===== config.mk =====
export PLATFORM = sky130hd
export DESIGN_NAME = cssamd_mul
export DESIGN_NICKNAME = d
export VERILOG_FILES = /design/src/rtl/core/cssamd_pkg.sv /design/src/rtl/core/cssamd_mul.sv
export SDC_FILE = /design/constraint.sdc
export NUM_CORES = 2
export LEC_CHECK = 0
export BUFFER_PORTS_ARGS = -buffer_cell sky130_fd_sc_hd__clkbuf_2
export CORE_MARGIN = 5
export CORE_UTILIZATION = 25
export CTS_CLUSTER_DIAMETER = 200
export DETAILED_ROUTE_END_ITERATION = 10
export SYNTH_ARGS = -nofsm -noshare
export SYNTH_HDL_FRONTEND = slang
export SYNTH_SLANG_ARGS = --single-unit

===== constraint.sdc =====
create_clock -name clk_i -period 7.85 [get_ports clk_i]
set_input_delay 0.3925 -clock clk_i [delete_from_list [all_inputs] [get_ports clk_i]]
set_output_delay 0.3925 -clock clk_i [all_outputs]
set_load 0.005 [all_outputs]

===== src/rtl/core/cssamd_pkg.sv =====
`timescale 1ns / 1ps
`default_nettype none

package cssamd_pkg;

  // Pipeline control that the top level hands to each arithmetic unit.
  typedef struct packed {
    logic advance;  // every stage moves one step
    logic valid;    // a request enters the first stage
  } pipe_ctl_t;

endpackage

`default_nettype wire


===== src/rtl/core/cssamd_mul.sv =====
`timescale 1ns / 1ps
`default_nettype none

module cssamd_mul #(
  parameter int unsigned DATA_WIDTH = 32,
  parameter int unsigned LATENCY    = 32
) (
  input  wire logic                      clk_i,
  input  wire cssamd_pkg::pipe_ctl_t     ctl_i,
  input  wire logic [DATA_WIDTH-1:0]     mag_a_i,
  input  wire logic [DATA_WIDTH-1:0]     mag_b_i,
  output logic      [2*DATA_WIDTH-1:0]   prod_o
);

  localparam int unsigned HW = (DATA_WIDTH + 1) / 2;
  localparam int unsigned PW = 2 * DATA_WIDTH;

  logic [HW-1:0]   a_lo, a_hi, b_lo, b_hi;
  logic [2*HW-1:0] pp00_q, pp01_q, pp10_q, pp11_q;
  logic [PW-1:0]   full;
  logic [PW-1:0]   dly_q [LATENCY-1];

  // Split each operand into two halves so no single multiplier exceeds
  // half the operand width.
  assign a_lo = mag_a_i[HW-1:0];
  assign b_lo = mag_b_i[HW-1:0];
  assign a_hi = HW'(mag_a_i >> HW);
  assign b_hi = HW'(mag_b_i >> HW);

  always_ff @(posedge clk_i) begin
    if (ctl_i.advance) begin
      pp00_q <= a_lo * b_lo;
      pp01_q <= a_lo * b_hi;
      pp10_q <= a_hi * b_lo;
      pp11_q <= a_hi * b_hi;
    end
  end

  assign full = PW'(pp00_q) + (PW'(pp01_q) << HW) + (PW'(pp10_q) << HW)
              + (PW'(pp11_q) << (2 * HW));

  // The product waits here until the quotient of the same request is done.
  always_ff @(posedge clk_i) begin
    if (ctl_i.advance) begin
      dly_q[0] <= full;
      for (int i = 1; i < LATENCY - 1; i++) begin
        dly_q[i] <= dly_q[i-1];
      end
    end
  end

  assign prod_o = dly_q[LATENCY-2];

endmodule

`default_nettype wire


# Word-level counts from Yosys, hierarchy flattened
# Memory sizes are Yosys's and may differ from the RTL's.
# Cells that the tools add are included.
[classes]
add_sub_neg = 3
multipliers = 4
mux = 2
[ops]
columns = ["op", "n"]
rows = [
  ["$mul A16 B16 Y32", 4],
  ["$add A50 B64 Y64", 1],
  ["$add A49 B48 Y50", 1],
  ["$add A32 B48 Y49", 1],
  ["$mux W1", 2],
]
[word_totals]
regBits = 128
mem_bits_rw = 1984
in_bits = 67
out_inout_bits = 64
wordCells = 14
n_memories = 1
[memory_table]
columns = ["memory", "words", "width", "read_ports", "rd_ports_with_merged_regs", "wr", "line", "source"]
rows = [
  ["dly_q", 31, 64, 31, 0, 31, "cssamd_mul.sv:21", "logic [PW-1:0] dly_q [LATENCY-1];"],
]

# Logic depth before layout (Yosys ltp)
[logic_depth]
ltp_word = 3
ltp_mapped = 23

# Least setup slack after synthesis
# No wires, ideal clock.
[synth_path]
kind = "in2reg"
start = "in mag_b_i[1]"
end = "reg pp10_q[31] (data pin)"
setup_ns = 0.278
arrival_time_ns = 5.655
slack_ns = 1.916
path_stages = 20
n_path_buf = 1
path_cell_list = "clkbuf_1 -> nand2_1 -> fa_1 -> fa_1 -> fa_1 -> fa_1 -> inv_1 -> fa_1 -> inv_1 -> fa_1 -> inv_1 -> ha_1 -> o21ai_0 -> a221o_1 -> o21ai_1 -> o21ai_1 -> o31ai_1 -> a221oi_2 -> nor3_1 -> a211oi_1"
[synth_via]
elab_chain_len = 1
[synth_lines]
columns = ["element", "line", "source"]
rows = [
  ["start, declared", "cssamd_mul.sv:11", "input wire logic [DATA_WIDTH-1:0] mag_b_i,"],
  ["$mul A16 B16 Y32", "cssamd_mul.sv:34", "pp10_q <= a_hi * b_lo;"],
  ["end signal, assigned", "cssamd_mul.sv:34", ""],
  ["end, declared", "cssamd_mul.sv:19", "logic [2*HW-1:0] pp00_q, pp01_q, pp10_q, pp11_q;"],
]
# Every way passes these cells.
# A chain may end at the register's enable or synchronous reset.

# Worst setup path in the final report
[layout_path]
start = "in mag_a_i[6]"
end = "reg pp00_q[29] (data pin)"
[layout_via]
elab_chain_len = 1
[layout_lines]
columns = ["element", "line", "source"]
rows = [
  ["start, declared", "cssamd_mul.sv:10", "input wire logic [DATA_WIDTH-1:0] mag_a_i,"],
  ["$mul A16 B16 Y32", "cssamd_mul.sv:32", "pp00_q <= a_lo * b_lo;"],
  ["end signal, assigned", "cssamd_mul.sv:32", ""],
  ["end, declared", "cssamd_mul.sv:19", ""],
]
# Every way passes these cells.

==> impl_results.md <==
- Status: finished clean
- Final wirelength: 174,000 um
- Max-slew violations: 0
- Yosys warning count: 0
- # setup viols final: 0
- Num CTS Buffers: 189
- MaxCap Viol Count: 0
- Largest net degree at the start of global routing: 228
- Worst-path clk slew: 0.06 ns
- Crit path kind: input pin to flop
- Min-delay src: ctl_i[1]
- Top FF cell, synth: edfxtp_1
- Yosys top cell area share: 63.3%
- Vias in the first global route: 50.5k
- Seq cells post-synth: 2,112
- Vias: 47.6k
- Post-Syn Instances: 6,430
- DR iter-0 viols: 3,033
- Reg2reg start: pp00_q[17]
- Worst Path Required: 8.34 ns
- Die height: 643 um
- Fmax: 156 MHz
- CTS tree: yes
- Syn avg cell area: 15.6 um^2
- CTS HTree Levels: 4
- Actual slew at the worst max-slew pin: 1.18 ns
- Crit path max fanout: 32
- Setup_tns: 0 ns
- Clock Path Buffers: 3
- Hold bufs inserted after CTS: 0
- Final Hold Viols: 0
- Ys async rst share: 0%
- Die ar.: 0.413 mm^2
- Commonest non-fill, non-tap cells in the layout: edfxtp_1 (2,112), inv_1 (948), fa_1 (809)
- Hold/Removal Path Class: input pin to flop
- Dominant cells by area after synthesis: edfxtp_1 (63%), fa_1 (16%), ha_1 (5.6%)
- First-pass GRT wire length: 281,000 um
- Critical path capture point type: flop
- DRT antenna net count: 0
- Post-CTS Resized: 0
- Vias/cell: 3.94
- Slowest stage delay, CP: 0.56 ns
- Initial antenna violation count: 28
- Number of setup buffers added after CTS: 0
- Nets: 7,966
- # DRC: 0
- PortBufs: 129
- Crit-path cells: clkbuf_2, and2_1, fa_1, inv_1, fa_1, fa_1, fa_1, inv_1, fa_1, inv_1, fa_1, inv_1, ha_1, nand4_1, nor3_1, a311oi_1, a21oi_1, o31ai_1, a311oi_1, o41ai_1, xnor2_1
- Final HPWL DP: 122,000 um
- Num Clock Sinks: 2,112
- Core ar.: 0.399 mm^2
- Die span in x: 643 um
- Clock Skews: 0.0327 ns
- Post-Syn Nets: 7,754
- DR pass1 iterations: 7
- Initial Utilization: 25.1%
- Post-synth top area cell: edfxtp_1
- Skew-Pair Late Insertion Delay: 0.78 ns
- Mapped Area: 0.100 mm^2
- Area grow syn2layout: 13.5%
- WL per Instance: 14.4 um
- Root Driver: clkbuf_16
- Minimum clock period after layout: 6.40 ns
- Crit-path leading delay family: adder cells
- Cell mode on critical path: fa_1
- RSZ-0062 raised after global routing: false
- Share of cells above drive strength 1: 7.69%
- Library cells used by synthesis: 67
- Number of synthesized flops with an enable pin: 2,112
- Critical path startpoint category: input pin
- # IOs: 131
- Std cell rows: 232
- Most common cell after layout, fill and taps aside: edfxtp_1
- CP bufs+invs: 5
- Crit path DAT: 6.89 ns
- Crit path launch: mag_a_i[6]
- Seq/Total Area, Yosys: 63.3%
- Slowest CP cell: fa_1
- Max transition margin: 21.6%
- GPL Wtd Cong: 0.834
- Final worst-path cycle share: 81.5%
- Grt ovf: 0
- Total Routing Usage GR: 8.44%
Yosys cell counts, types with 4 or more instances:
cell type,n
a2111oi_0,5
a211o_1,4
a211oi_1,15
a21o_1,67
a21oi_1,133
a31oi_1,12
and2_1,478
and3_1,21
clkbuf_1,208
edfxtp_1,2112
fa_1,809
ha_1,448
inv_1,948
nand2_1,636
nand2b_1,8
nand3_1,31
nand4_1,17
nor2_1,85
nor2b_1,9
nor3_1,26
nor4_1,5
o2111ai_1,4
o211ai_1,16
o21a_1,18
o21ai_0,51
o21ai_1,9
o21bai_1,21
o31ai_1,10
or3_1,8
xnor2_1,98
xor2_1,54
kinds of logic after synthesis:
kind of cell	count (synthesis)	share of synthesized area, %
buffers and inverters	1158	4.34
flip-flops	2112	63.3
XOR/XNOR	152	1.33
AO/OA/AOI/OAI	410	2.69
adder cells (fa/ha/maj)	1257	21.8
multiplexers	3	0.0300
AND/OR/NAND/NOR	1338	6.51
stage by stage:
| stage | setup WS, ns | cell area, um^2 | utilization [%] | instances | hold WS, ns |
|---|---|---|---|---|---|
| 2_1_floorplan | 1.92 | 100000 | - | 6430 | 0.400 |
| 3_3_place_gp | 0.715 | 107000 | 26.9 | 11700 | 0.400 |
| 3_5_place_dp | 0.676 | 107000 | 26.9 | 11700 | 0.405 |
| 4_1_cts | 1.55 | 114000 | 28.5 | 12100 | 0.106 |
| 5_1_grt | 1.13 | 114000 | 28.5 | 12100 | 0.138 |
| 6_report | 1.45 | 114000 | 28.5 | 12100 | 0.115 |
registers in the layout (all words and copies together), names as in the netlist:
register / cells
pp01_q: 32
dly_q: 1984
pp11_q: 32
pp10_q: 32
pp00_q: 32
worst register-to-register path: cells and delay by family, from the launching register on:
family,cells,cell delay (ns)
and+or+nand+nor,2,0.66
buffers and inverters,1,0.07
xor gates and xnor gates,1,0.12
AOI/OAI and AO/OA,5,1.74
adders and majority gates,3,1.19
DFF,1,0.41
layout make-up:
cell class,count,area [um^2]
repair buffers,231,1510
diodes,7,17.5
flip-flops and latches,2112,63400
well taps,5265,6590
clock buffers,225,4910
multi-input cells,3160,32400
fillers,39600,285000
clock inverters,128,1320
inverters,948,3560
final timing paths:
path                        to  slack [ns]  cells after the start
hold / removal    dly_q[30][3]        0.12                      1
setup / recovery    pp00_q[29]        1.45                     21
setup reg to reg  dly_q[0][59]        3.43                     12
hold reg to reg    dly_q[1][5]        0.39                      0
per-layer routing:
layer	GRT usage, %	wire length (um)	part of all wire [%]
met1	11.4	77600	45
met2	13.7	81300	47
met3	1.65	9640	5.5
met4	2.68	5620	3.2
met5	0	32	0.018
Power is left out: the tool's default activity adds up to more than one toggle a clock period on the data nets, which glitch-free logic cannot reach.
